==> src/hdl/amrq_pkg.sv <==
// Package for the acked message retry queue: sizes, opcodes, entry and
// controller/datapath command types. No dependencies.
`timescale 1ns / 1ps
package amrq_pkg;
  localparam int DEPTH = 16;
  localparam int IW = $clog2(DEPTH);
  localparam int CW = $clog2(DEPTH + 1);

  localparam logic [2:0] OP_INSERT  = 3'd0;
  localparam logic [2:0] OP_ACK     = 3'd1;
  localparam logic [2:0] OP_REMOVE  = 3'd2;
  localparam logic [2:0] OP_COMPACT = 3'd3;
  localparam logic [2:0] OP_CLEAR   = 3'd4;
  localparam logic [2:0] OP_TICK    = 3'd5;

  localparam logic [1:0] CFG_ENABLE   = 2'd0;
  localparam logic [1:0] CFG_RETRIES  = 2'd1;
  localparam logic [1:0] CFG_INTERVAL = 2'd2;

  typedef struct packed {
    logic [4:0]  typ;
    logic [1:0]  prio;
    logic        acked;
    logic [7:0]  retries;
    logic [31:0] stamp;
  } entry_t;

  typedef struct packed {
    logic [2:0]  operation;
    logic [4:0]  alert_type;
    logic [1:0]  priority_req;
    logic [3:0]  index;
    logic [31:0] now;
  } in_item_t;

  typedef struct packed {
    logic        kind;
    logic        accepted;
    logic [3:0]  slot;
    logic [4:0]  sent_type;
    logic [1:0]  sent_priority;
    logic [31:0] sent_timestamp;
    logic [7:0]  sent_retries;
    logic [4:0]  pending_count;
    logic        last;
  } out_item_t;

  // controller -> datapath
  typedef struct packed {
    logic load;      // capture input item, start
    logic rd;        // read store at scan pointer
    logic step;      // process entry read by the last rd
    logic fin;       // finish op (count update)
    logic mk_status; // build status item
  } dp_cmd_t;

  // datapath -> controller
  typedef struct packed {
    logic scan;      // op needs a walk
    logic done;      // walk pointer reached end
    logic send;      // step produced a send item
  } dp_sts_t;
endpackage

==> src/hdl/amrq_if.sv <==
// Valid/ready stream interface carrying one payload struct.
// Depends on nothing; payload width given by type parameter.
`timescale 1ns / 1ps
interface amrq_if #(parameter type T = logic) ();
  logic valid;
  logic ready;
  T     data;
  modport source (output valid, output data, input ready);
  modport sink (input valid, input data, output ready);
endinterface

==> src/hdl/amrq_ctrl.sv <==
// Controller FSM of the retry queue.
// Depends on amrq_pkg command/status types; drives amrq_dp.
`timescale 1ns / 1ps
module amrq_ctrl (
  input  logic              clk,
  input  logic              rst_n,
  input  logic              in_valid,
  output logic              in_ready,
  input  logic              out_full,
  output amrq_pkg::dp_cmd_t cmd,
  input  amrq_pkg::dp_sts_t sts
);
  typedef enum logic [4:0] {
    S_IDLE = 5'b00001, S_RD = 5'b00010, S_STEP = 5'b00100,
    S_FIN = 5'b01000, S_STAT = 5'b10000
  } state_t;
  state_t state_r, state_nxt;

  always_ff @(posedge clk) begin
    if (!rst_n) state_r <= S_IDLE;
    else state_r <= state_nxt;
  end

  always_comb begin
    state_nxt = state_r;
    cmd = '0;
    in_ready = 1'b0;
    case (state_r)
      S_IDLE: begin
        in_ready = 1'b1;
        if (in_valid) begin
          cmd.load = 1'b1;
          state_nxt = S_RD;
        end
      end
      S_RD: begin
        if (!sts.scan || sts.done) state_nxt = S_FIN;
        else begin
          cmd.rd = 1'b1;
          state_nxt = S_STEP;
        end
      end
      S_STEP: begin
        if (!(sts.send && out_full)) begin
          cmd.step = 1'b1;
          state_nxt = S_RD;
        end
      end
      S_FIN: begin
        // insert emits its send request here
        if (!out_full) begin
          cmd.fin = 1'b1;
          state_nxt = S_STAT;
        end
      end
      S_STAT: begin
        if (!out_full) begin
          cmd.mk_status = 1'b1;
          state_nxt = S_IDLE;
        end
      end
      default: state_nxt = S_IDLE;
    endcase
  end

`ifndef ASSERT_OFF
  a_ready_idle: assert property (@(posedge clk) disable iff (!rst_n)
    in_ready |-> state_r == S_IDLE) else $error("ready outside idle");
  a_load_rd: assert property (@(posedge clk) disable iff (!rst_n)
    cmd.load |=> state_r == S_RD) else $error("load not followed by read");
  a_stat_blk: assert property (@(posedge clk) disable iff (!rst_n)
    cmd.mk_status |-> !out_full) else $error("status into full output");
`endif
endmodule

==> src/hdl/amrq_dp.sv <==
// Datapath of the retry queue: entry store, count, walk pointers, output
// register. Uses amrq_pkg types; driven by amrq_ctrl commands.
`timescale 1ns / 1ps
module amrq_dp (
  input  logic                clk,
  input  logic                rst_n,
  input  amrq_pkg::in_item_t  in_data,
  input  amrq_pkg::dp_cmd_t   cmd,
  output amrq_pkg::dp_sts_t   sts,
  input  logic                cfg_wr_en,
  input  logic [1:0]          cfg_wr_index,
  input  logic [31:0]         cfg_wr_data,
  output logic                out_valid,
  input  logic                out_ready,
  output amrq_pkg::out_item_t out_data
);
  localparam int IW = amrq_pkg::IW;
  localparam int CW = amrq_pkg::CW;

  amrq_pkg::entry_t mem [amrq_pkg::DEPTH];
  amrq_pkg::entry_t rd_r;
  amrq_pkg::in_item_t it_r;
  logic [CW-1:0] count_r, rp_r, wp_r;
  logic acc_r, en_r;
  logic [7:0] maxr_r;
  logic [31:0] ivl_r;
  logic [39:0] lim_r;
  logic ov_r;
  amrq_pkg::out_item_t od_r;
  logic ov_nxt;

  // whether the op needs a walk
  logic scan;
  always_comb begin
    case (it_r.operation)
      amrq_pkg::OP_INSERT, amrq_pkg::OP_REMOVE, amrq_pkg::OP_COMPACT,
      amrq_pkg::OP_TICK: scan = acc_r;
      default: scan = 1'b0;
    endcase
  end

  logic full;
  assign full = (count_r == CW'(amrq_pkg::DEPTH));
  logic [31:0] age;
  assign age = it_r.now - rd_r.stamp;
  logic tick_hit;
  assign tick_hit = !rd_r.acked && (rd_r.retries < maxr_r) && ({8'd0, age} > lim_r);
  logic [CW-1:0] scan_end;
  assign scan_end = (it_r.operation == amrq_pkg::OP_INSERT && !full) ? CW'(0) : count_r;

  assign sts.scan = scan;
  assign sts.done = (rp_r >= scan_end);
  assign sts.send = (it_r.operation == amrq_pkg::OP_TICK) && tick_hit;

  always_ff @(posedge clk) begin
    if (!rst_n) begin
      en_r <= 1'b1;
      maxr_r <= 8'd3;
      ivl_r <= 32'd30000;
    end else if (cfg_wr_en) begin
      case (cfg_wr_index)
        amrq_pkg::CFG_ENABLE:   en_r <= cfg_wr_data[0];
        amrq_pkg::CFG_RETRIES:  maxr_r <= cfg_wr_data[7:0];
        amrq_pkg::CFG_INTERVAL: ivl_r <= cfg_wr_data;
        default: ;
      endcase
    end
  end

  assign ov_nxt = (ov_r && !out_ready) || cmd.mk_status || (cmd.step && sts.send) ||
                  (cmd.fin && acc_r && it_r.operation == amrq_pkg::OP_INSERT);

  always_ff @(posedge clk) begin
    if (!rst_n) begin
      count_r <= '0;
      ov_r <= 1'b0;
    end else begin
      ov_r <= ov_nxt;
      if (cmd.load) begin
        it_r <= in_data;
        case (in_data.operation)
          amrq_pkg::OP_INSERT: begin
            acc_r <= en_r;
            // full insert: walk shifts from slot 1 as a remove of slot 0
            rp_r <= (en_r && full) ? CW'(1) : CW'(0);
            wp_r <= '0;
          end
          amrq_pkg::OP_ACK: begin
            acc_r <= {1'b0, in_data.index} < count_r;
            rp_r <= '0;
            wp_r <= '0;
            if ({1'b0, in_data.index} < count_r)
              mem[in_data.index[IW-1:0]].acked <= 1'b1;
          end
          amrq_pkg::OP_REMOVE: begin
            acc_r <= {1'b0, in_data.index} < count_r;
            rp_r <= CW'(in_data.index) + CW'(1);
            wp_r <= CW'(in_data.index);
          end
          amrq_pkg::OP_COMPACT, amrq_pkg::OP_CLEAR, amrq_pkg::OP_TICK: begin
            acc_r <= 1'b1;
            rp_r <= '0;
            wp_r <= '0;
          end
          default: begin
            acc_r <= 1'b0;
            rp_r <= '0;
            wp_r <= '0;
          end
        endcase
      end
      if (cmd.rd) begin
        rd_r <= mem[rp_r[IW-1:0]];
      end
      if (cmd.step) begin
        rp_r <= rp_r + CW'(1);
        case (it_r.operation)
          amrq_pkg::OP_TICK: if (tick_hit) begin
            mem[rp_r[IW-1:0]].retries <= rd_r.retries + 8'd1;
            od_r <= '{kind: 1'b1, accepted: 1'b1, slot: 4'(rp_r),
                      sent_type: rd_r.typ, sent_priority: rd_r.prio,
                      sent_timestamp: rd_r.stamp, sent_retries: rd_r.retries + 8'd1,
                      pending_count: 5'(count_r), last: 1'b0};
          end
          amrq_pkg::OP_COMPACT: if (!rd_r.acked) begin
            mem[wp_r[IW-1:0]] <= rd_r;
            wp_r <= wp_r + CW'(1);
          end
          default: begin
            mem[wp_r[IW-1:0]] <= rd_r;
            wp_r <= wp_r + CW'(1);
          end
        endcase
      end
      if (cmd.fin && acc_r) begin
        case (it_r.operation)
          amrq_pkg::OP_INSERT: begin
            if (full) begin
              mem[IW'(amrq_pkg::DEPTH - 1)] <= '{typ: it_r.alert_type,
                  prio: it_r.priority_req, acked: 1'b0, retries: 8'd0, stamp: it_r.now};
              od_r <= '{kind: 1'b1, accepted: 1'b1, slot: 4'(amrq_pkg::DEPTH - 1),
                        sent_type: it_r.alert_type, sent_priority: it_r.priority_req,
                        sent_timestamp: it_r.now, sent_retries: 8'd0,
                        pending_count: 5'(count_r), last: 1'b0};
            end else begin
              mem[count_r[IW-1:0]] <= '{typ: it_r.alert_type,
                  prio: it_r.priority_req, acked: 1'b0, retries: 8'd0, stamp: it_r.now};
              count_r <= count_r + CW'(1);
              od_r <= '{kind: 1'b1, accepted: 1'b1, slot: 4'(count_r),
                        sent_type: it_r.alert_type, sent_priority: it_r.priority_req,
                        sent_timestamp: it_r.now, sent_retries: 8'd0,
                        pending_count: 5'(count_r + CW'(1)), last: 1'b0};
            end
          end
          amrq_pkg::OP_REMOVE: count_r <= count_r - CW'(1);
          amrq_pkg::OP_COMPACT: count_r <= wp_r;
          amrq_pkg::OP_CLEAR: count_r <= '0;
          default: ;
        endcase
      end
      if (cmd.mk_status) begin
        od_r <= '{kind: 1'b0, accepted: acc_r, slot: 4'd0, sent_type: 5'd0,
                  sent_priority: 2'd0, sent_timestamp: 32'd0, sent_retries: 8'd0,
                  pending_count: 5'(count_r), last: 1'b1};
      end
    end
  end

  // threshold product, registered ahead of the compare
  always_ff @(posedge clk) begin
    lim_r <= 40'(ivl_r) * 40'({1'b0, mem[rp_r[IW-1:0]].retries} + 9'd1);
  end

  assign out_valid = ov_r;
  assign out_data = od_r;

`ifndef ASSERT_OFF
  a_cnt: assert property (@(posedge clk) disable iff (!rst_n)
    count_r <= CW'(amrq_pkg::DEPTH)) else $error("count overflow");
  a_hold: assert property (@(posedge clk) disable iff (!rst_n)
    ov_r && !out_ready |=> ov_r && $stable(od_r)) else $error("output lost");
  a_wp: assert property (@(posedge clk) disable iff (!rst_n)
    cmd.step |-> wp_r <= rp_r) else $error("write passed read");
`endif
endmodule

==> src/hdl/acked_message_retry_queue.sv <==
// Top level of the acked message retry queue.
// Uses amrq_pkg, amrq_if, amrq_ctrl and amrq_dp.
//
// Usage: one input channel (in_) carries operations; the result channel
// (out_) returns zero or more send requests followed by one status item
// marked last. Configuration (cfg_) is a plain write port; the user is to
// write it only while idle, which the block itself does not enforce.
// Flow: an item is taken only in idle. Without a walk the first result
// is the insert's send request or the status item, and the next item is
// taken only after the status item. Insert into a full table, remove,
// compact and tick walk slots with one store read and one step per slot:
// DEPTH-1 slots for the full insert, the slots above the index for remove,
// every slot below the count for compact and tick.
// Reset clears the count and restores register defaults; store contents
// stay undefined. A stalled receiver holds the output register, and the
// walk waits before each further result until the transfer completes.
`timescale 1ns / 1ps
module acked_message_retry_queue (
  input  logic        clk,
  input  logic        rst_n,
  amrq_if.sink        in_ch,
  amrq_if.source      out_ch,
  input  logic        cfg_wr_en,
  input  logic [1:0]  cfg_wr_index,
  input  logic [31:0] cfg_wr_data
);
  amrq_pkg::dp_cmd_t cmd;
  amrq_pkg::dp_sts_t sts;
  logic out_full;
  assign out_full = out_ch.valid && !out_ch.ready;

  amrq_ctrl u_ctrl (
    .clk, .rst_n, .in_valid(in_ch.valid), .in_ready(in_ch.ready),
    .out_full, .cmd, .sts
  );

  amrq_dp u_dp (
    .clk, .rst_n, .in_data(in_ch.data), .cmd, .sts,
    .cfg_wr_en, .cfg_wr_index, .cfg_wr_data,
    .out_valid(out_ch.valid), .out_ready(out_ch.ready), .out_data(out_ch.data)
  );
endmodule
==> src/flat_wrapper.sv <==
// flat-port wrapper written by rule: the top's interface ports become plain ports
module acked_message_retry_queue_flat 
  (clk, rst_n, cfg_wr_en, cfg_wr_index, cfg_wr_data, in_ch_valid, in_ch_data, in_ch_ready, out_ch_valid, out_ch_data, out_ch_ready);
  amrq_if in_ch_i ();
  amrq_if out_ch_i ();
  input  logic clk;
  input  logic rst_n;
  input  logic cfg_wr_en;
  input  logic [1:0] cfg_wr_index;
  input  logic [31:0] cfg_wr_data;
  input wire logic [$bits(in_ch_i.valid)-1:0] in_ch_valid;
  input wire logic [$bits(in_ch_i.data)-1:0] in_ch_data;
  output wire logic [$bits(in_ch_i.ready)-1:0] in_ch_ready;
  output wire logic [$bits(out_ch_i.valid)-1:0] out_ch_valid;
  output wire logic [$bits(out_ch_i.data)-1:0] out_ch_data;
  input wire logic [$bits(out_ch_i.ready)-1:0] out_ch_ready;
  assign in_ch_i.valid = in_ch_valid;
  assign in_ch_i.data = in_ch_data;
  assign in_ch_ready = in_ch_i.ready;
  assign out_ch_valid = out_ch_i.valid;
  assign out_ch_data = out_ch_i.data;
  assign out_ch_i.ready = out_ch_ready;
  acked_message_retry_queue u_core (.clk(clk), .rst_n(rst_n), .in_ch(in_ch_i), .out_ch(out_ch_i), .cfg_wr_en(cfg_wr_en), .cfg_wr_index(cfg_wr_index), .cfg_wr_data(cfg_wr_data));
endmodule
==> config.mk <==
export PLATFORM = sky130hd
export DESIGN_NAME = acked_message_retry_queue_flat
export DESIGN_NICKNAME = d
export VERILOG_FILES = /design/src/hdl/amrq_pkg.sv /design/src/hdl/amrq_if.sv /design/src/hdl/amrq_ctrl.sv /design/src/hdl/amrq_dp.sv /design/src/hdl/acked_message_retry_queue.sv /design/src/flat_wrapper.sv
export SDC_FILE = /design/constraint.sdc
export NUM_CORES = 1
export LEC_CHECK = 0
export BUFFER_PORTS_ARGS = -buffer_cell sky130_fd_sc_hd__buf_2
export CAP_MARGIN = 20
export CORE_MARGIN = 5
export CORE_UTILIZATION = 42
export CTS_BUF_LIST = sky130_fd_sc_hd__clkbuf_2 sky130_fd_sc_hd__clkbuf_4 sky130_fd_sc_hd__clkbuf_8
export CTS_CLUSTER_SIZE = 30
export DETAILED_ROUTE_END_ITERATION = 10
export PLACE_DENSITY = 0.83
export SLEW_MARGIN = 40
export SYNTH_ARGS = -nofsm -noshare
export SYNTH_HDL_FRONTEND = slang
export SYNTH_SLANG_ARGS = --single-unit
export TNS_END_PERCENT = 10
==> constraint.sdc <==
create_clock -name clk -period 6.2 [get_ports clk]
set_clock_uncertainty 0.15 [all_clocks]
set_input_delay 1.86 -clock clk [delete_from_list [all_inputs] [get_ports clk]]
set_output_delay 1.86 -clock clk [all_outputs]
set_load 0.02 [all_outputs]
Word-level counts from Yosys, hierarchy flattened
Index checks and enable logic that the tools add are counted.
{"block": "classes", "reduce_logical": 15, "eq_ne": 9, "bitwise": 1, "div": 0, "shift": 0, "magnitude_cmp": 1, "add_sub_neg": 2, "mul": 0, "muxes": 19}
{"cell": "59-bit two-way mux", "count": 1}
{"cell": "57-bit two-way mux", "count": 1}
{"cell": "5-bit two-way mux", "count": 7}
{"cell": "5-bit one-hot mux with 5 select lines", "count": 1}
{"cell": "5-bit by 1-bit adder with 5-bit output, second input constant", "count": 2}
{"cell": "5-bit == test, second input constant", "count": 2}
{"cell": "1-bit two-way mux", "count": 8}
{"cell": "2-bit AND reduction", "count": 4}
{"cell": "2-bit != test, second input constant", "count": 3}
{"cell": "5-bit by 1-bit == test with 1-bit output, second input constant", "count": 1}
{"cell": "5-bit by 2-bit == test with 1-bit output, second input constant", "count": 1}
{"cell": "5-bit by 3-bit == test with 1-bit output, second input constant", "count": 1}
{"cell": "5-bit by 4-bit == test with 1-bit output, second input constant", "count": 1}
{"cell": "5-bit greater-or-equal comparator", "count": 1}
{"cell": "4-bit two-way mux", "count": 1}
{"cell": "1-bit logical AND", "count": 3}
{"cell": "1-bit logical OR", "count": 3}
{"cell": "3-bit AND reduction", "count": 1}
{"cell": "1-bit zero test", "count": 2}
{"cell": "2-bit zero test", "count": 1}
{"cell": "2-bit nonzero test", "count": 1}
{"cell": "1-bit NOT", "count": 1}
{"block": "totals", "ramBits": 0, "elab_cells": 61, "latchBits": 0, "n_memories": 0, "romBits": 0, "reg_bits": 72}

Logic depth before layout (Yosys ltp)
Gate-level depths: netlist of run 1.
{"block": "depth", "ltp_word": 6, "mapped_depth": 11, "ltp_nobuf": 10}

By module
From an unflattened synthesis of run 1, not the netlist that was laid out.
{"block": "hier_totals", "cells_unflattened": 5528, "hier_area_um2": 59164.2}
{"module": "amrq_dp", "cells_per_inst": 5483, "seq_area_each_um2": 28247.1, "instances": 1, "area_per_inst_um2": 58803.9}
{"module": "amrq_ctrl", "cells_per_inst": 43, "seq_area_each_um2": 100.1, "instances": 1, "area_per_inst_um2": 342.8}
{"module": "acked_message_retry_queue", "cells_per_inst": 2, "seq_area_each_um2": 0.0, "instances": 1, "area_per_inst_um2": 17.5}

Least setup slack after synthesis of run 1
No wires, ideal clock.
{"block": "synth_timing", "path_type": "input port to flip-flop", "startpoint": "input out_ch_ready", "endpoint": "register u_core.u_dp.count_r[2]", "setup_ps": 72, "path_stages": 5, "arrival_time_ps": 2751, "path_slack_ps": 3227, "path_cell_list": "nand2b_1 nand4_1 buf_2 or4_1 a21oi_1"}
{"block": "synth_between", "elab_chain_len": 6}
{"item": "start, declared", "line": "flat_wrapper.sv:16", "rtl": "input wire logic [$bits(out_ch_i.ready)-1:0] out_ch_ready;"}
{"item": "1-bit zero test", "line": "acked_message_retry_queue.sv:30", "rtl": "assign out_full = out_ch.valid && !out_ch.ready;"}
{"item": "1-bit logical AND", "line": "acked_message_retry_queue.sv:30"}
{"item": "1-bit two-way mux", "line": "amrq_ctrl.sv:51", "rtl": "if (!out_full) begin"}
{"item": "1-bit two-way mux", "line": "amrq_ctrl.sv:28", "rtl": "case (state_r)"}
{"item": "1-bit logical AND", "line": "amrq_dp.sv:135", "rtl": "if (cmd.fin && acc_r) begin"}
{"item": "2-bit AND reduction (no source line)"}
{"item": "end signal, assigned", "line": "amrq_dp.sv:148", "rtl": "count_r <= count_r + CW'(1);"}
{"item": "end signal, assigned", "line": "amrq_dp.sv:155", "rtl": "amrq_pkg::OP_REMOVE: count_r <= count_r - CW'(1);"}
{"item": "end signal, assigned", "line": "amrq_dp.sv:156", "rtl": "amrq_pkg::OP_COMPACT: count_r <= wp_r;"}
{"item": "end, declared", "line": "amrq_dp.sv:23", "rtl": "logic [CW-1:0] count_r, rp_r, wp_r;"}
No other way between the ends.
A chain may end at the register's enable or synchronous reset.

Worst setup path after layout of run 1
{"block": "layout_timing", "startpoint": "register u_core.u_ctrl.state_r[3]", "endpoint": "output in_ch_ready"}
{"block": "layout_between", "elab_chain_len": 2}
{"item": "start, declared", "line": "amrq_ctrl.sv:17", "rtl": "state_t state_r, state_nxt;"}
{"item": "start signal, assigned", "line": "amrq_ctrl.sv:21", "rtl": "else state_r <= state_nxt;"}
{"item": "5-bit by 1-bit == test with 1-bit output", "line": "amrq_ctrl.sv:28"}
{"item": "1-bit two-way mux", "line": "amrq_ctrl.sv:28"}
{"item": "end, declared", "line": "flat_wrapper.sv:13", "rtl": "output wire logic [$bits(in_ch_i.ready)-1:0] in_ch_ready;"}
No other way between the ends.

==> results of run 1 <==
[cells in the final DEF, fill, tap and decap left out, types with 2 or more instances in the layout]
master	instances
sky130_fd_sc_hd__inv_1	11
sky130_fd_sc_hd__nor3_1	2
sky130_fd_sc_hd__dfxtp_1	12
sky130_fd_sc_hd__o31ai_1	2
sky130_fd_sc_hd__nor2_1	11
sky130_fd_sc_hd__xor2_1	3
sky130_fd_sc_hd__nand3_1	8
sky130_fd_sc_hd__edfxtp_1	7
sky130_fd_sc_hd__nor2b_1	2
sky130_fd_sc_hd__nand2_1	8
sky130_fd_sc_hd__ha_1	8
sky130_fd_sc_hd__or4_1	3
sky130_fd_sc_hd__a21oi_1	8
sky130_fd_sc_hd__buf_2	10
sky130_fd_sc_hd__clkbuf_4	4
sky130_fd_sc_hd__o21ai_0	8
sky130_fd_sc_hd__conb_1	2
sky130_fd_sc_hd__nand2b_1	2
[layer usage]
metal | GRT usage, % | vias up | part of all wire (%)
li1 | - | 438 | -
met1 | 14.0 | 394 | 49
met2 | 19.9 | 15 | 45
met3 | 3.02 | 4 | 3.9
met4 | 6.01 | 0 | 2.0
met5 | 0 | - | 0
[cell type report]
cell class,count,area share [%]
sequential,19,39.1
multi-input combinational,85,46.8
timing repair buffer,10,4.34
clock buffer,4,2.61
tap,30,3.26
inverter,12,3.91
[worst paths after layout]
| kind | end | from | slack, ns | cells past startpoint |
|---|---|---|---|---|
| worst max-delay path | in_ch_ready | u_core.u_ctrl.state_r[3]$_SDFFE_PN0P_ | 3.01 | 3 |
| worst min register to register | u_core.u_dp.acc_r$_DFFE_PP_ | u_core.u_dp.en_r$_SDFFE_PN1P_ | 0.32 | 0 |
| worst max register to register | u_core.u_ctrl.state_r[2]$_SDFFE_PN0P_ | u_core.u_dp.count_r[0]$_SDFFE_PN0P_ | 3.69 | 10 |
| worst min-delay path | u_core.u_dp.acc_r$_DFFE_PP_ | u_core.u_dp.en_r$_SDFFE_PN1P_ | 0.32 | 0 |
[worst register-to-register path: stages, from the launching register on]
cell and delay [ns]:
sky130_fd_sc_hd__dfxtp_1 0.40, sky130_fd_sc_hd__inv_1 0.08, sky130_fd_sc_hd__ha_1 0.20, sky130_fd_sc_hd__and4_1 0.27
sky130_fd_sc_hd__inv_1 0.10, sky130_fd_sc_hd__nor2_1 0.05, sky130_fd_sc_hd__ha_1 0.26, sky130_fd_sc_hd__nand2b_1 0.15
sky130_fd_sc_hd__a2111oi_0 0.41, sky130_fd_sc_hd__o311a_1 0.24, sky130_fd_sc_hd__nor2b_1 0.14
[registers in the layout (all words and copies together), names as in the netlist]
name and cells:
u_core.u_dp.rp_r 5, u_core.u_dp.en_r 1, u_core.u_dp.acc_r 1, u_core.u_ctrl.state_r 5, u_core.u_dp.out_data 1, u_core.u_dp.count_r 5
u_core.u_dp.out_valid 1
[cells in the mapped netlist, types with 2 or more instances]
library cell	number	area [um2]
sky130_fd_sc_hd__dfxtp_1	12	240
sky130_fd_sc_hd__inv_1	11	41.3
sky130_fd_sc_hd__nor2_1	11	41.3
sky130_fd_sc_hd__a21oi_1	8	40.0
sky130_fd_sc_hd__ha_1	8	100
sky130_fd_sc_hd__nand2_1	8	30.0
sky130_fd_sc_hd__nand3_1	8	40.0
sky130_fd_sc_hd__o21ai_0	8	40.0
sky130_fd_sc_hd__edfxtp_1	7	210
sky130_fd_sc_hd__or4_1	3	22.5
sky130_fd_sc_hd__xor2_1	3	26.3
sky130_fd_sc_hd__nand2b_1	2	12.5
sky130_fd_sc_hd__nor2b_1	2	12.5
sky130_fd_sc_hd__nor3_1	2	10.0
sky130_fd_sc_hd__o31ai_1	2	15.0
[cell families (layout without fill, tap and decap cells)]
kind of cell               count (synthesis)  count (layout)
AOI/OAI and AO/OA                         25              25
xor gates and xnor gates                   4               4
adders and majority gates                  8               8
buffers and inverters                     14              26
DFF                                       19              19
other                                      1               2
and+or+nand+nor                           46              46
[metrics by stage]
stage,util (%),area [um2],instances,hold WS [ns]
after floorplan,-,1040,118,0.280
after global placement,46.1,1120,156,0.296
after detailed placement,46.1,1120,156,0.298
after CTS,47.4,1150,160,0.325
after global routing,47.4,1150,160,0.349
final,47.4,1150,160,0.324
[where the power goes]
part	switching [mW]	internal (mW)
clock	0.0354	0.0293
combinational	0.0143	0.0104
sequential	0.00471	0.133
total	0.0544	0.173
==> results, run 1 <==
- The area of the multi-input gates is 539 um2.
- Data arrives at the worst endpoint at 1.18 ns.
- The buffer depth of the longest clock path is 2.
- By area, the combinational part of the netlist is dominated by simple AND/OR/NAND/NOR gates.
- The combined global-route utilization of all metal layers is 11.9%.
- The cell count after synthesis is 117.
- The mean area per synthesized cell is 8.89 um2.
- For this run, the number of Yosys warnings is 0.
- The number of failing setup endpoints in the final timing report is 0.
- The clock tree root buffer cell is sky130_fd_sc_hd__clkbuf_4.
- Entering global routing, the biggest net connects 12 pins.
- Wires add up to 1890 um.
- The vertical extent of the die is 59.8 um.
- The number of setup buffers added after CTS is 0.
- The number of buffers and inverters on the critical path is 1.
- After synthesis, the netlist uses 37 different library cells.
- The minimum setup slack after placement is 2.85 ns.
- Setup repair after global routing left no endpoint under its margin.
- In this run the power density over the cells is 198 nW/um2.
- IR analysis of the VDD net gives a maximum drop of 0.119 mV.
- Detailed routing inserted a total of 851 vias.
- The post-detailed-route DRC marker count is 0.
- For the worst-skew pair, the clock arrives at the later sink with an insertion delay of 0.28 ns.
- The run finished with clean final reports.
- The mapped netlist covers 1040 um2.
- Along the worst path, the maximum fanout reaches 7.
- Of the post-synthesis cell area, the part taken by muxes is 0%.
- Buffers inserted during clock tree synthesis total 3.
- Among all stages on the critical path, the largest delay is contributed by sky130_fd_sc_hd__dfxtp_1.
- The final hold violation count came to 0.
- The number of gates resized after CTS is 0.
- The sequential standard cell area is 450 um2.
- The post-layout minimum cycle time is 3.19 ns.
- After detailed routing, the average wire length per cell comes to 11.8 um.
- The critical path is of the reg -> out type.
- In the synthesized netlist the dominant register cell turns out to be sky130_fd_sc_hd__dfxtp_1.
- The global placement routability congestion is 0.802.
- After floorplanning, the core was divided into 18 placement rows.
- The area growth from synthesis to layout is 10.8%.
- The first-iteration detailed-routing DRC count is 16.
- The clock transition at the registers of the reported paths is 0.11 ns.
- The number of I/O port buffers is 10.
- The post-synthesis share of cell area spent on full adders, half adders and majority gates is 9.63%.
- The initial utilization of the core area, before any placement, comes to 42.7%.
- Summed over all cells, the static leakage comes to 0.435 nW.
- Max-cap violations in this run came to 0.
- The complex-gate fraction of the synthesized area is 14.6%.
- The classification of the worst-slack hold path is reg -> reg.
- The top-level port count is 43.
- The share of the synthesized netlist area taken by xor and xnor gates is 3.37%.
- After layout, the design draws a total of 0.228 mW.
- The worst setup margin is 3.01 ns.
- The count of state elements after synthesis is 19.
- In this run the number of H-tree levels came out at 1.
- The CTS tree is yes.
- Sequential elements use 43.3% of the synthesized area.
- The first-pass detailed-route iteration total is 4.
- The number of antenna violations at the first check in global routing came to 0.
- The filler cells instantiated in the layout total 239.
- The die covers 3570 um2.
- The required time at the worst-slack endpoint is 4.19 ns.
- The signal on the critical path passes through nor2_1, and3_1, buf_2.
- The share of final-layout standard cells stronger than drive strength 1 is 11.5%.
- The die boundary width is 59.8 um.
- The number of clock sinks is 19.
- Buffers inserted to repair hold after CTS numbered 0.
- The largest delay contributor family on the critical path is flip-flops.
- The final critical path takes up 51.5% of the cycle.
- In this design, the stage delay of the slowest critical-path cell is 0.47 ns.
- STA classifies the critical path endpoint as an output pin.
- The final total negative setup slack is 0 ns.
- The share of flip-flops with an asynchronous set or reset is 0%.
- The core area is 2430 um2.
- The per-cell via count in the routed design is 5.32.
- The sum of overflow across all layers after global routing is 0.
- The maximum clock frequency is 313 MHz.
- In this run, synthesis inferred 7 flip-flops with an integrated enable.
- The startpoint kind of the worst setup timing path is a flop.
- The net count of the finished layout is 179.
- The max-slew violation total from the final report is 0.
- The via count of the first global-routing pass came to 810.
- 0 antenna diodes ended up in the layout.
- Once detail routing completed, the nets flagged for antenna violations numbered 0.
- After Yosys synthesis, and, or, nand and nor cells account for 23.6% of the synthesized area.
- The wire-length estimate of the detail-placed layout is 1500 um.
- The wire length of the first global-routing pass is 3250 um.
Power figures use the tool's default switching activity.
==> inputs of run 2 (changes only) <==
--- a/config.mk
+++ b/config.mk
@@ -5,6 +5,7 @@
 export SDC_FILE = /design/constraint.sdc
 export NUM_CORES = 1
 export LEC_CHECK = 0
+export ABC_AREA = 1
 export BUFFER_PORTS_ARGS = -buffer_cell sky130_fd_sc_hd__buf_2
 export CAP_MARGIN = 20
 export CORE_MARGIN = 5
@@ -12,7 +13,7 @@
 export CTS_BUF_LIST = sky130_fd_sc_hd__clkbuf_2 sky130_fd_sc_hd__clkbuf_4 sky130_fd_sc_hd__clkbuf_8
 export CTS_CLUSTER_SIZE = 30
 export DETAILED_ROUTE_END_ITERATION = 10
-export PLACE_DENSITY = 0.83
+export PLACE_DENSITY = 0.82
 export SLEW_MARGIN = 40
 export SYNTH_ARGS = -nofsm -noshare
 export SYNTH_HDL_FRONTEND = slang
==> constraint.sdc (replaced) <==
create_clock -name clk -period 3.3 [get_ports clk]
set_clock_uncertainty 0.15 [all_clocks]
set_input_delay 0.99 -clock clk [delete_from_list [all_inputs] [get_ports clk]]
set_output_delay 0.99 -clock clk [all_outputs]
set_load 0.02 [all_outputs]
==> run 2 against run 1 <==
Compared with the run above:
- power is 95% higher
- critical path depth is 1 higher
- worst hold slack better by 0.0073 ns
- synthesized cell count is 34% higher
- area after synthesis is 13% higher
- clock power is 100% higher
- largest power group unchanged
- global-route usage is 0.12 points lower
- setup slack worse by 2.2 ns
==> results, run 2 <==
- The share of final-layout standard cells stronger than drive strength 1 is 17.0% (was 11.5%).
- The flop-to-flop setup slack is 1.32 ns (was 3.69 ns).
- Synth top area cells: sky130_fd_sc_hd__dfxtp_1 (20%), sky130_fd_sc_hd__edfxtp_1 (18%), sky130_fd_sc_hd__nand2_1 (12%), sky130_fd_sc_hd__ha_1 (8.5%), sky130_fd_sc_hd__inv_1 (7.6%) (was sky130_fd_sc_hd__dfxtp_1 (23%), sky130_fd_sc_hd__edfxtp_1 (20%), sky130_fd_sc_hd__ha_1 (9.6%), sky130_fd_sc_hd__inv_1 (4.0%), sky130_fd_sc_hd__nor2_1 (4.0%)).
- The clock insertion delay at the later pin of the skew report was 0.31 ns (was 0.28 ns).
- The critical path's largest stage delay is 0.39 ns (was 0.47 ns).
- The number of hold buffers added after cts was 0 (unchanged).
- Of the available clock period, the critical path in the final layout requires 75.4%.
- Setup repair after global routing missed its margin: false (unchanged).
- The number of inserted diodes was 0 (unchanged).
- The post-CTS repair timing setup buffer count is 0 (unchanged).
- The number of unique standard cell types used by synthesis is 24 (was 37).
- The sum of overflow across all layers after global routing came to 0 (unchanged).
- The classification of the worst-slack hold path was reg -> reg (unchanged).
- The path depth of the worst reg2reg path is 12 (was 10).
- The critical path endpoint category is an output pin (unchanged).
- The number of placement rows was 19 (was 18).
- The wire length of the first global-routing pass is 3680 um (was 3250 um).
- The buffer depth of the longest clock path came to 2 (unchanged).
- The data arrival time of the critical path was 1.35 ns (was 1.18 ns).
- The most instantiated flip-flop cell in the synthesis netlist is sky130_fd_sc_hd__dfxtp_1 (unchanged).
- The final total negative setup slack is 0 ns (unchanged).
- The worst pin sits at a relative slew slack of 65.5%.
- The core area is 2730 um2 (was 2430 um2).
- The worst setup margin is 0.813 ns (was 3.01 ns).
- The biggest fanout along the worst timing path is 7 (unchanged).
- The initial core utilization is 43.2% (was 42.7%).
- The slew of the pin with the lowest slew margin is 0.518 ns.
- The clock buffer count from CTS is 3 (unchanged).
- The area of the multi-input gates is 621 um2 (was 539 um2).
- The pin count of the biggest net entering global routing was 11 (was 12).
- The top-level port count came to 43 (unchanged).
- The number of levels the H-tree was split into was 1 (unchanged).
- The via count of the first global-routing pass came to 875 (was 810).
- The placed wire-length estimate after detailed placement was 1620 um (was 1500 um).
- The post-route cell area is 1290 um2 (was 1150 um2).
- The post-detailed-placement cell area was 1260 um2 (was 1120 um2).
- The count of state elements after synthesis is 19 (unchanged).
- The critical hold path startpoint is u_core.u_dp.en_r$_SDFFE_PN1P_ (unchanged).
- The routed wire length was 2190 um (was 1890 um).
- The clock transition at the registers of the reported paths is 0.11 ns (about the same).
- Biggest regs: u_core.u_ctrl.state_r: 5 flops, u_core.u_dp.count_r: 5 flops, u_core.u_dp.rp_r: 5 flops (unchanged).
- The count of antenna-violating nets left after detailed routing is 0 (unchanged).
- The per-cell via count in the routed design is 5.00 (was 5.32).
- The cell count after synthesis is 157 (was 117).
- The critical register-to-register path endpoint is u_core.u_ctrl.state_r[3]$_SDFFE_PN0P_ (was u_core.u_ctrl.state_r[2]$_SDFFE_PN0P_).
- The vias after detailed routing is 1,010 (was 851).
- The synthesis warning total is 0 (unchanged).
- The area share of the leading cell type in the synthesized netlist is 20.4% (was 23.1%).
- The post-layout minimum cycle time is 2.49 ns.
- The worst vdd rail ir drop is 0.199 mV (was 0.119 mV).
- The startpoint kind of the worst setup timing path is a flop (unchanged).
- The mean area per synthesized cell came to 7.52 um2 (was 8.89 um2).
- The post-detailed-route DRC marker count is 0 (unchanged).
- The top cell type by total area after synthesis is sky130_fd_sc_hd__dfxtp_1 (unchanged).
- The first-pass detailed-route iteration total is 4 (unchanged).
- The first-iteration detailed-routing DRC count is 61 (was 16).
- The number of antenna violations at the first check in global routing came to 0 (unchanged).
- The CTS tree is yes (unchanged).
- The area of the die is 3970 um2 (was 3570 um2).
- The max-slew violation total from the final report was 0 (unchanged).
- The most instantiated library cell after synthesis was sky130_fd_sc_hd__nand2_1 (was sky130_fd_sc_hd__dfxtp_1).
- The vertical extent of the die is 63 um (was 59.8 um).
- The library cell contributing the largest single delay on the critical path is sky130_fd_sc_hd__dfxtp_1 (unchanged).
- The most common cell after layout, fill and taps aside is sky130_fd_sc_hd__nand2_1 (was sky130_fd_sc_hd__dfxtp_1).
- The critical path class is reg -> out (unchanged).
- The number of clock sinks is 19 (unchanged).
- The final hold violation count is 0 (unchanged).
- The area growth from synthesis to layout is 9.44% (was 10.8%).
- The die boundary width is 63 um (was 59.8 um).
- The summed instance area of the synthesized netlist is 1180 um2 (was 1040 um2).
- Leading cell types in the layout, fill and taps excluded: sky130_fd_sc_hd__nand2_1 (37), sky130_fd_sc_hd__inv_1 (24), sky130_fd_sc_hd__nor2_1 (15), sky130_fd_sc_hd__nand3_1 (15), sky130_fd_sc_hd__dfxtp_1 (12) (was sky130_fd_sc_hd__dfxtp_1 (12), sky130_fd_sc_hd__inv_1 (11), sky130_fd_sc_hd__nor2_1 (11), sky130_fd_sc_hd__buf_2 (10)).
- The power density over the cells is 344 nW/um2 (was 198 nW/um2).
- The minimum setup slack after placement is 0.844 ns (was 2.85 ns).
- The number of failing setup endpoints in the final timing report was 0 (unchanged).
- The standby leakage power is 0.580 nW (was 0.435 nW).
- Based on the critical path, the design can be clocked at up to 402 MHz.
- The required time at the worst-slack endpoint is 2.16 ns (was 4.19 ns).
- The instance count along the most critical hold path is 0 (unchanged).
- The clock tree root buffer cell is sky130_fd_sc_hd__clkbuf_4 (unchanged).
- Result of the run: complete, no violations (unchanged).
- The number of I/O port buffers is 10 (unchanged).
- The sequential-to-total area share from yosys stat is 38.2% (was 43.3%).
- The per-cell routed wire length came to 10.9 um (was 11.8 um).
- The minimum hold slack is 0.332 ns (was 0.324 ns).
- Cells along the critical path: nor2_2, nand4_2, inv_1, buf_2 (was nor2_1, and3_1, buf_2).
- The number of maximum-capacitance violations is 0 (unchanged).
- The fill cell instance count of the final layout was 264 (was 239).
- Commonest cells in the synthesized netlist: sky130_fd_sc_hd__nand2_1 (37), sky130_fd_sc_hd__inv_1 (24), sky130_fd_sc_hd__nand3_1 (15), sky130_fd_sc_hd__nor2_1 (15), sky130_fd_sc_hd__dfxtp_1 (12) (was sky130_fd_sc_hd__dfxtp_1 (12), sky130_fd_sc_hd__inv_1 (11), sky130_fd_sc_hd__nor2_1 (11)).
- The startpoint of the worst register-to-register path is u_core.u_dp.count_r[0]$_SDFFE_PN0P_ (unchanged).
- The count of flip-flops with a built-in enable after synthesis was 7 (unchanged).
- The number of gates resized after CTS is 0 (unchanged).
- The layout net count is 220 (was 179).
- The share of flip-flops with an asynchronous set or reset was 0% (unchanged).
- The global placement routability congestion is 0.802 (about the same).
- The end point of the worst hold path was u_core.u_dp.acc_r$_DFFE_PP_ (unchanged).
- The sequential standard cell area is 450 um2 (unchanged).
- The combined global-route utilization of all metal layers is 11.8% (was 11.9%).
==> run 2: changes by cell type in the layout (fill, tap and decap cells not counted), moves of 4 or more <==
cell	previous run	this run
sky130_fd_sc_hd__nand3_1	8	15
sky130_fd_sc_hd__o21ai_0	8	0
sky130_fd_sc_hd__inv_1	11	24
sky130_fd_sc_hd__nand2_1	8	37
sky130_fd_sc_hd__nor2_1	11	15
==> run 2: stage by stage <==
| stage | power, mW | std cells | utilization, % |
|---|---|---|---|
| detailed placement | 0.318 | 198 | 46.1 |
| global placement | 0.317 | 198 | 46.1 |
| floorplan | 0.302 | 158 | - |
| global route | 0.468 | 202 | 47.2 |
| finish | 0.445 | 202 | 47.2 |
| CTS | 0.449 | 202 | 47.2 |
==> run 2: routing by layer <==
| metal | routed length [um] | vias to the layer above | part of all wire, % | global-route usage [%] |
|---|---|---|---|---|
| li1 | - | 535 | - | - |
| met1 | 1040 | 447 | 47 | 15.1 |
| met2 | 992 | 23 | 45 | 17.8 |
| met3 | 97 | 5 | 4.4 | 2.16 |
| met4 | 63 | 0 | 2.9 | 7.96 |
| met5 | 0 | - | 0 | 0 |
==> run 2: report_power, final <==
group | switching [mW] | internal (mW)
Combinational | 0.0350 | 0.0205
Sequential | 0.00686 | 0.251
Clock | 0.0762 | 0.0554
Total | 0.118 | 0.327
==> run 2: layout make-up <==
class                      count  share of cell area, %
tap                           31                   3.00
inverter                      27                   7.85
clock buffer                   4                   2.33
sequential                    19                   34.9
timing repair buffer          10                   3.88
multi-input combinational    111                   48.1
==> run 2: logic make-up (layout without fill, tap and decap cells) <==
family                     after synthesis  count (layout)  share of synthesized area, %
and+or+nand+nor                         85              85                          36.1
AOI/OAI and AO/OA                       15              15                          6.68
DFF                                     19              19                          38.2
adders and majority gates                8               8                          8.48
buffers and inverters                   28              41                          9.54
xor gates and xnor gates                 1               1                         0.742
other                                    1               2                         0.318
==> run 2: worst max path at each step <==
stage	depth (start not counted)	startpoint	slack (ns)	endpoint
final	4	u_core.u_ctrl.state_r[2]$_SDFFE_PN0P_	0.81	in_ch_ready
after detailed placement	3	rst_n	0.84	u_core.u_dp.rp_r[2]$_SDFFCE_PP0P_
after floorplan	2	rst_n	1.29	u_core.u_dp.rp_r[0]$_DFFE_PP_
after CTS	4	u_core.u_ctrl.state_r[2]$_SDFFE_PN0P_	0.80	in_ch_ready
after global placement	3	rst_n	0.82	u_core.u_dp.rp_r[2]$_SDFFCE_PP0P_
after global routing	4	u_core.u_ctrl.state_r[2]$_SDFFE_PN0P_	0.68	in_ch_ready
==> run 2: worst max-delay path: cells and delay by family (launching register included) <==
family | cells | cell delay (ns)
AND/OR/NAND/NOR | 2 | 0.40
flip-flops | 1 | 0.39
buffers and inverters | 2 | 0.25
